[src/rtl/core/lca_pkg.sv]
// Shared constants, types and the helper function of the lowest common ancestor core.
package lca_pkg;

  localparam int NODES     = 1024;
  localparam int LEVELS    = 10;
  localparam int NODE_W    = 10;
  localparam int NIDX_W    = $clog2(NODES);
  localparam int LVL_W     = (LEVELS > 1) ? $clog2(LEVELS) : 1;
  localparam int DEPTH_W   = LEVELS;
  localparam int ANC_DEPTH = NODES << LVL_W;

  localparam logic ACT_QUERY = 1'b1;

  typedef logic [NODE_W-1:0]  node_t;
  typedef logic [DEPTH_W-1:0] depth_t;
  typedef logic [LVL_W-1:0]   lvl_t;

  localparam depth_t DEPTH_MAX = '1;

  typedef enum logic [3:0] {
    OP_NONE,
    OP_LOAD,
    OP_ATT0,
    OP_ATT_RD,
    OP_ATT_WR,
    OP_ATT_DEP,
    OP_Q_DEP,
    OP_Q_DIFF,
    OP_Q_LIFT_RD,
    OP_Q_LIFT_WR,
    OP_Q_SKIP,
    OP_Q_EQ,
    OP_Q_UP_RD,
    OP_Q_UP_WR,
    OP_Q_FIN_RD,
    OP_Q_FIN_WR
  } op_t;

  typedef struct packed {
    op_t  op;
    logic out_load;
  } cmd_t;

  typedef struct packed {
    logic in_query;
    logic child_skip;
    logic att_last;
    logic lvl_zero;
    logic diff_bit;
    logic nodes_eq;
    logic out_busy;
  } stat_t;

  // Node numbers at or above the node count read as the root.
  function automatic node_t node_index(input node_t raw);
    return ({1'b0, raw} < (NODE_W + 1)'(NODES)) ? raw : '0;
  endfunction

endpackage

[src/rtl/core/lca_ctrl.sv]
// Sequencing state machine that steps the datapath through attach and query items.
module lca_ctrl (
  input  logic           clk,
  input  logic           rst_n,
  input  logic           in_valid,
  output logic           in_ready,
  input  lca_pkg::stat_t stat,
  output lca_pkg::cmd_t  cmd
);
  import lca_pkg::*;

  typedef enum logic [14:0] {
    S_IDLE    = 15'h0001,
    S_ATT0    = 15'h0002,
    S_ATT_RD  = 15'h0004,
    S_ATT_WR  = 15'h0008,
    S_ATT_DEP = 15'h0010,
    S_Q_DEP   = 15'h0020,
    S_Q_DIFF  = 15'h0040,
    S_Q_LIFT  = 15'h0080,
    S_Q_LIFTW = 15'h0100,
    S_Q_EQ    = 15'h0200,
    S_Q_UP    = 15'h0400,
    S_Q_UPW   = 15'h0800,
    S_Q_FIN   = 15'h1000,
    S_Q_FINW  = 15'h2000,
    S_OUT     = 15'h4000
  } state_t;

  state_t state_r, state_nxt;

  always_ff @(posedge clk) begin
    if (!rst_n) begin
      state_r <= S_IDLE;
    end else begin
      state_r <= state_nxt;
    end
  end

  always_comb begin
    state_nxt    = state_r;
    cmd.op       = OP_NONE;
    cmd.out_load = 1'b0;
    in_ready     = 1'b0;
    unique case (state_r)
      S_IDLE: begin
        in_ready = 1'b1;
        if (in_valid) begin
          cmd.op    = OP_LOAD;
          state_nxt = stat.in_query ? S_Q_DEP : S_ATT0;
        end
      end
      S_ATT0: begin
        if (stat.child_skip) begin
          state_nxt = S_IDLE;
        end else begin
          cmd.op    = OP_ATT0;
          state_nxt = (LEVELS == 1) ? S_ATT_DEP : S_ATT_RD;
        end
      end
      S_ATT_RD: begin
        cmd.op    = OP_ATT_RD;
        state_nxt = S_ATT_WR;
      end
      S_ATT_WR: begin
        cmd.op    = OP_ATT_WR;
        state_nxt = stat.att_last ? S_ATT_DEP : S_ATT_RD;
      end
      S_ATT_DEP: begin
        cmd.op    = OP_ATT_DEP;
        state_nxt = S_IDLE;
      end
      S_Q_DEP: begin
        cmd.op    = OP_Q_DEP;
        state_nxt = S_Q_DIFF;
      end
      S_Q_DIFF: begin
        cmd.op    = OP_Q_DIFF;
        state_nxt = S_Q_LIFT;
      end
      S_Q_LIFT: begin
        if (stat.diff_bit) begin
          cmd.op    = OP_Q_LIFT_RD;
          state_nxt = S_Q_LIFTW;
        end else if (stat.lvl_zero) begin
          state_nxt = S_Q_EQ;
        end else begin
          cmd.op = OP_Q_SKIP;
        end
      end
      S_Q_LIFTW: begin
        cmd.op    = OP_Q_LIFT_WR;
        state_nxt = stat.lvl_zero ? S_Q_EQ : S_Q_LIFT;
      end
      S_Q_EQ: begin
        cmd.op    = OP_Q_EQ;
        state_nxt = stat.nodes_eq ? S_OUT : S_Q_UP;
      end
      S_Q_UP: begin
        cmd.op    = OP_Q_UP_RD;
        state_nxt = S_Q_UPW;
      end
      S_Q_UPW: begin
        cmd.op    = OP_Q_UP_WR;
        state_nxt = stat.lvl_zero ? S_Q_FIN : S_Q_UP;
      end
      S_Q_FIN: begin
        cmd.op    = OP_Q_FIN_RD;
        state_nxt = S_Q_FINW;
      end
      S_Q_FINW: begin
        cmd.op    = OP_Q_FIN_WR;
        state_nxt = S_OUT;
      end
      S_OUT: begin
        if (!stat.out_busy) begin
          cmd.out_load = 1'b1;
          state_nxt    = S_IDLE;
        end
      end
      default: begin
        state_nxt = S_IDLE;
      end
    endcase
  end

  a_accept_leaves_idle: assert property (@(posedge clk) disable iff (!rst_n)
    (in_valid && in_ready) |=> (state_r != S_IDLE))
    else $error("accepted item did not start a sequence");

  a_load_only_idle: assert property (@(posedge clk) disable iff (!rst_n)
    (cmd.op == OP_LOAD) |-> (in_valid && in_ready))
    else $error("datapath load without an accepted item");

endmodule

[config.mk]
export PLATFORM = sky130hd
export DESIGN_NAME = lca_ctrl
export DESIGN_NICKNAME = d
export VERILOG_FILES = /design/src/rtl/core/lca_pkg.sv /design/src/rtl/core/lca_ctrl.sv
export SDC_FILE = /design/constraint.sdc
export NUM_CORES = 1
export LEC_CHECK = 0
export BUFFER_PORTS_ARGS = -buffer_cell sky130_fd_sc_hd__buf_2
export CORE_ASPECT_RATIO = 1.1
export CORE_UTILIZATION = 40
export CTS_CLUSTER_SIZE = 14
export DETAILED_ROUTE_END_ITERATION = 8
export HOLD_SLACK_MARGIN = 0.02
export SLEW_MARGIN = 10
export SYNTH_ARGS = -nofsm -noshare
export SYNTH_HDL_FRONTEND = slang
export SYNTH_SLANG_ARGS = --single-unit
[constraint.sdc]
create_clock -name clk -period 2.8 [get_ports clk]
set_input_delay 0.56 -clock clk [delete_from_list [all_inputs] [get_ports clk]]
set_output_delay 0.56 -clock clk [all_outputs]
set_load 0.05 [all_outputs]
; Word level (Yosys, flattened, before mapping)
; Cells that the tools add are included.
[word_totals]
out_inout_bits = 6
in_bits = 10
register_bits = 15
elab_cells = 39
[op_classes]
n_reduce_logical = 1
n_eq_ne = 18
mux = 19
[ops]
columns = op, n
row1 = $pmux 15 s14, 1
row2 = $mux 15, 5
row3 = $pmux 4 s14, 1
row4 = $eq 15x1->1 const B, 1
row5 = $eq 15x10->1 const B, 1
row6 = $eq 15x11->1 const B, 1
row7 = $eq 15x12->1 const B, 1
row8 = $eq 15x13->1 const B, 1
row9 = $eq 15x14->1 const B, 1
row10 = $eq 15x15->1 const B, 1
row11 = $eq 15x2->1 const B, 1
row12 = $eq 15x3->1 const B, 1
row13 = $eq 15x4->1 const B, 1
row14 = $eq 15x5->1 const B, 1
row15 = $eq 15x6->1 const B, 1
row16 = $eq 15x7->1 const B, 1
row17 = $eq 15x8->1 const B, 1
row18 = $eq 15x9->1 const B, 1
row19 = $mux 13, 1
row20 = $mux 10, 1
row21 = $mux 4, 2
row22 = $mux 6, 1
row23 = $mux 5, 1
row24 = $mux 1, 4
row25 = 5 further kinds, 6

; Longest topological paths before layout
[logic_depth]
word_depth = 3
depth_mapped = 8
ltp_nobuf = 7

; Least setup slack after synthesis
; Ideal clock, no wire load.
[synth_timing]
kind = register to output
from = register state_r[4]
to = output cmd[0] in the netlist's numbering
n_path_buf = 1
setup_slack_ps = 180
required_ps = 2240
t_arrival_ps = 2060
stages_incl_launch_ff = 5
path_cell_list = dfxtp_1 buf_2 nor4_4 nand3_1 nor3_1
[synth_lines]
columns = item, line
row1 = start: declaration, lca_ctrl.sv:30  ; state_t state_r, state_nxt;
row2 = start signal: assignment, lca_ctrl.sv:36  ; state_r <= state_nxt;
row3 = end: declaration, lca_ctrl.sv:8  ; output lca_pkg::cmd_t cmd

==> flow_summary.ini <==
[global_routing]
track_usage = 0.216
global_route_wire_length_before_repair_um = 4280
grt_antenna_before_repair = 0
globalRouteOverflowTotal = 0
first_global_vias = 922
maximum_number_of_pins_on_one_net_before_global_route_repair = 10

[cts]
ctsHtreeMaxLevel = 1
numCtsBuffers = 3
cts_tree = yes
clockBufferDepth = 2
cts_root_buffer = sky130_fd_sc_hd__clkbuf_4
tritoncts_num_sinks = 15
clock_insertion_delay_worst_skew_ns = 0.29
clkTransAtPathRegs_ns = 0.09

[synthesis]
synth.distinct_cells = 44
cell_with_the_most_instances_after_synthesis = sky130_fd_sc_hd__dfxtp_1
syn_inst = 123
yosysTopAreaCell = sky130_fd_sc_hd__dfxtp_1
postSynth.topFlopCell = sky130_fd_sc_hd__dfxtp_1
synth_seq_area_share = 0.299
postSynthRegisterBits = 15
yosys_warnings = 0
synthesis.area_um2 = 1010
ranking_of_synthesized_cells_by_instance_count = sky130_fd_sc_hd__dfxtp_1, sky130_fd_sc_hd__nor2_1, sky130_fd_sc_hd__nor3_1, sky130_fd_sc_hd__inv_1, sky130_fd_sc_hd__nor4_1
synthesis.nets = 133
synth_async_sr_flop_share = 0
netlist.area_leader.share = 0.299
synth-edff-count = 0
post_synth.cell_area_avg_um2 = 8.18
synth.top_cells.by_area = sky130_fd_sc_hd__dfxtp_1, sky130_fd_sc_hd__nor3_1, sky130_fd_sc_hd__nor2_1

[detailed_routing]
routed_wire_length_per_instance_um = 15.5
first_iter_violations = 40
maxUsedRoutingLayer = met4
wl_met1_um = 1280
firstDrtPassIters = 4
wl_met2_um = 1250
vias = 1051
route.met3.wl_um = 187
ant_nets = 0
postRouteWirelength_um = 2750
detail_route.drc_violations = 0
vias_per_cell = 5.90

[worst_setup_path]
worst_path_arrival_ns = 2.18
worst_setup_path_end_kind = primary output
worst_ep_required_time_ns = 2.24
path_max_fanout = 7
critical_path.startpoint_type = flop
worst-setup-path-type = flop to primary output

[layout]
final_area_um2 = 1250
design.final.nets = 159
regMostFlops = state_r
ratio_of_cells_with_drive_above_1_in_the_final_layout = 0.365
layout_top_registers = state_r: 15 flops
syn2layout_area_growth_pct = 24.5
largest_reg_flops = 15
fin_util = 0.540
stdcell_count = 178
n_antenna_cell = 0

[timing]
finalHoldViolCount = 0
hold_slack_ns = 0.448
achievable-frequency_ghz = 0.365
final.period_utilization = 0.980
finalSetupViolCount = 0
max-slew-margin-rel = 0.732
min_period_ns = 2.74
tns_ns = 0
unrepaired_setup_endpoints_after_global_routing = yes
finalClockSkew_ns = 0.00172
finalMaxSlewViolations = 0
layout_setup_ws_ns = 0.0569
worst-slew-pin-transition_ns = 0.400

[power]
cellInternalPower_mw = 0.496
p_leak_nw = 0.514
ir_drop_v = 0.000522
power.net_switching_mw = 0.401
comb_power_share = 0.550
cellPowerDensity_nw_per_um2 = 716
p_sw_frac = 0.447
seq_power_share = 0.306
clock_power_share = 0.145
total_power_mw = 0.897

[die]
die-area_um2 = 2720
core.rowCount = 18
die_height_um = 54.6
floorplan.io_pins = 16
fp.coreArea_um2 = 2320
floorplan.initialDensity = 0.434
die-width_um = 49.8

[job]
maxCapViolCount = 0

[status]
outcome = finished clean

[placement]
placement.cell_area_um2 = 1150
place_hpwl_um = 2080
place_ws_ns = 0.248
number_of_i_o_port_buffers = 15
gp_congestion = 0.933
dp_cells = 171

[hold_path]
min-delay-path-class = primary input to flop
-- final timing paths --
kind         cells after the start          end         from  slack (ns)
max                              8       cmd[1]  state_r[11]        0.06
max reg2reg                      8  state_r[11]  state_r[11]        0.40
min reg2reg                      1  state_r[11]  state_r[11]        0.51
min                              2   state_r[1]      stat[6]        0.45
-- final cells by class --
cell class / count / area [µm²]
Fill cell: 223 / 1070
Sequential cell: 15 / 313
Clock buffer: 4 / 26.3
Tap cell: 30 / 37.5
Timing Repair Buffer: 27 / 184
Inverter: 8 / 30.0
Multi-Input combinational cell: 94 / 662
-- critical path, cell delays in order, from the launching register on --
cell and delay, ns:
sky130_fd_sc_hd__dfxtp_4 0.39, sky130_fd_sc_hd__nor4_4 0.31, sky130_fd_sc_hd__buf_4 0.19, sky130_fd_sc_hd__nand4_1 0.13
sky130_fd_sc_hd__or3b_4 0.45, sky130_fd_sc_hd__inv_2 0.08, sky130_fd_sc_hd__a21oi_1 0.06, sky130_fd_sc_hd__nand3_1 0.11
sky130_fd_sc_hd__buf_6 0.17
-- cell families after synthesis --
family | share of synthesized area
flops | 0.299
xor+xnor | 0.0522
buf+inv | 0.0634
compound gates | 0.137
simple gates | 0.449
-- power groups by stage --
stage | clock network, mW | registers (mW) | logic, mW
2_1_floorplan | 0 | 0.259 | 0.334
3_3_place_gp | 0 | 0.276 | 0.433
3_5_place_dp | 0 | 0.276 | 0.441
4_1_cts | 0.133 | 0.271 | 0.461
5_1_grt | 0.143 | 0.277 | 0.523
6_report | 0.130 | 0.274 | 0.493
-- routing by layer --
metal / vias up / GRT usage
met5: - / 0
met4: 0 / 0.0857
met3: 5 / 0.0417
met2: 45 / 0.342
met1: 495 / 0.289
li1: 506 / -
-- cell usage in the layout (no fill, tap or decap), types with 2 or more instances in the layout --
master / n
sky130_fd_sc_hd__a21oi_1: 5
sky130_fd_sc_hd__and3_1: 3
sky130_fd_sc_hd__buf_2: 12
sky130_fd_sc_hd__buf_4: 12
sky130_fd_sc_hd__buf_6: 3
sky130_fd_sc_hd__clkbuf_4: 3
sky130_fd_sc_hd__dfxtp_1: 7
sky130_fd_sc_hd__dfxtp_2: 7
sky130_fd_sc_hd__inv_1: 6
sky130_fd_sc_hd__inv_2: 2
sky130_fd_sc_hd__nand2_1: 5
sky130_fd_sc_hd__nand2b_1: 3
sky130_fd_sc_hd__nand3_1: 5
sky130_fd_sc_hd__nand4_1: 5
sky130_fd_sc_hd__nor2_1: 13
sky130_fd_sc_hd__nor3_1: 11
sky130_fd_sc_hd__nor3_2: 2
sky130_fd_sc_hd__nor4_1: 5
sky130_fd_sc_hd__nor4_2: 2
sky130_fd_sc_hd__nor4_4: 2
sky130_fd_sc_hd__nor4b_1: 2
sky130_fd_sc_hd__or4_4: 2
sky130_fd_sc_hd__xnor2_1: 4
sky130_fd_sc_hd__xor2_1: 2
-- timing repair --
item	in CTS	in global routing
resized for setup	10	9
gates cloned	0	0
pin swaps	0	5
setup buffers	0	3
hold buffers	0	0
endpoints found under the setup margin	3	4
Power figures use the tool's default switching activity.
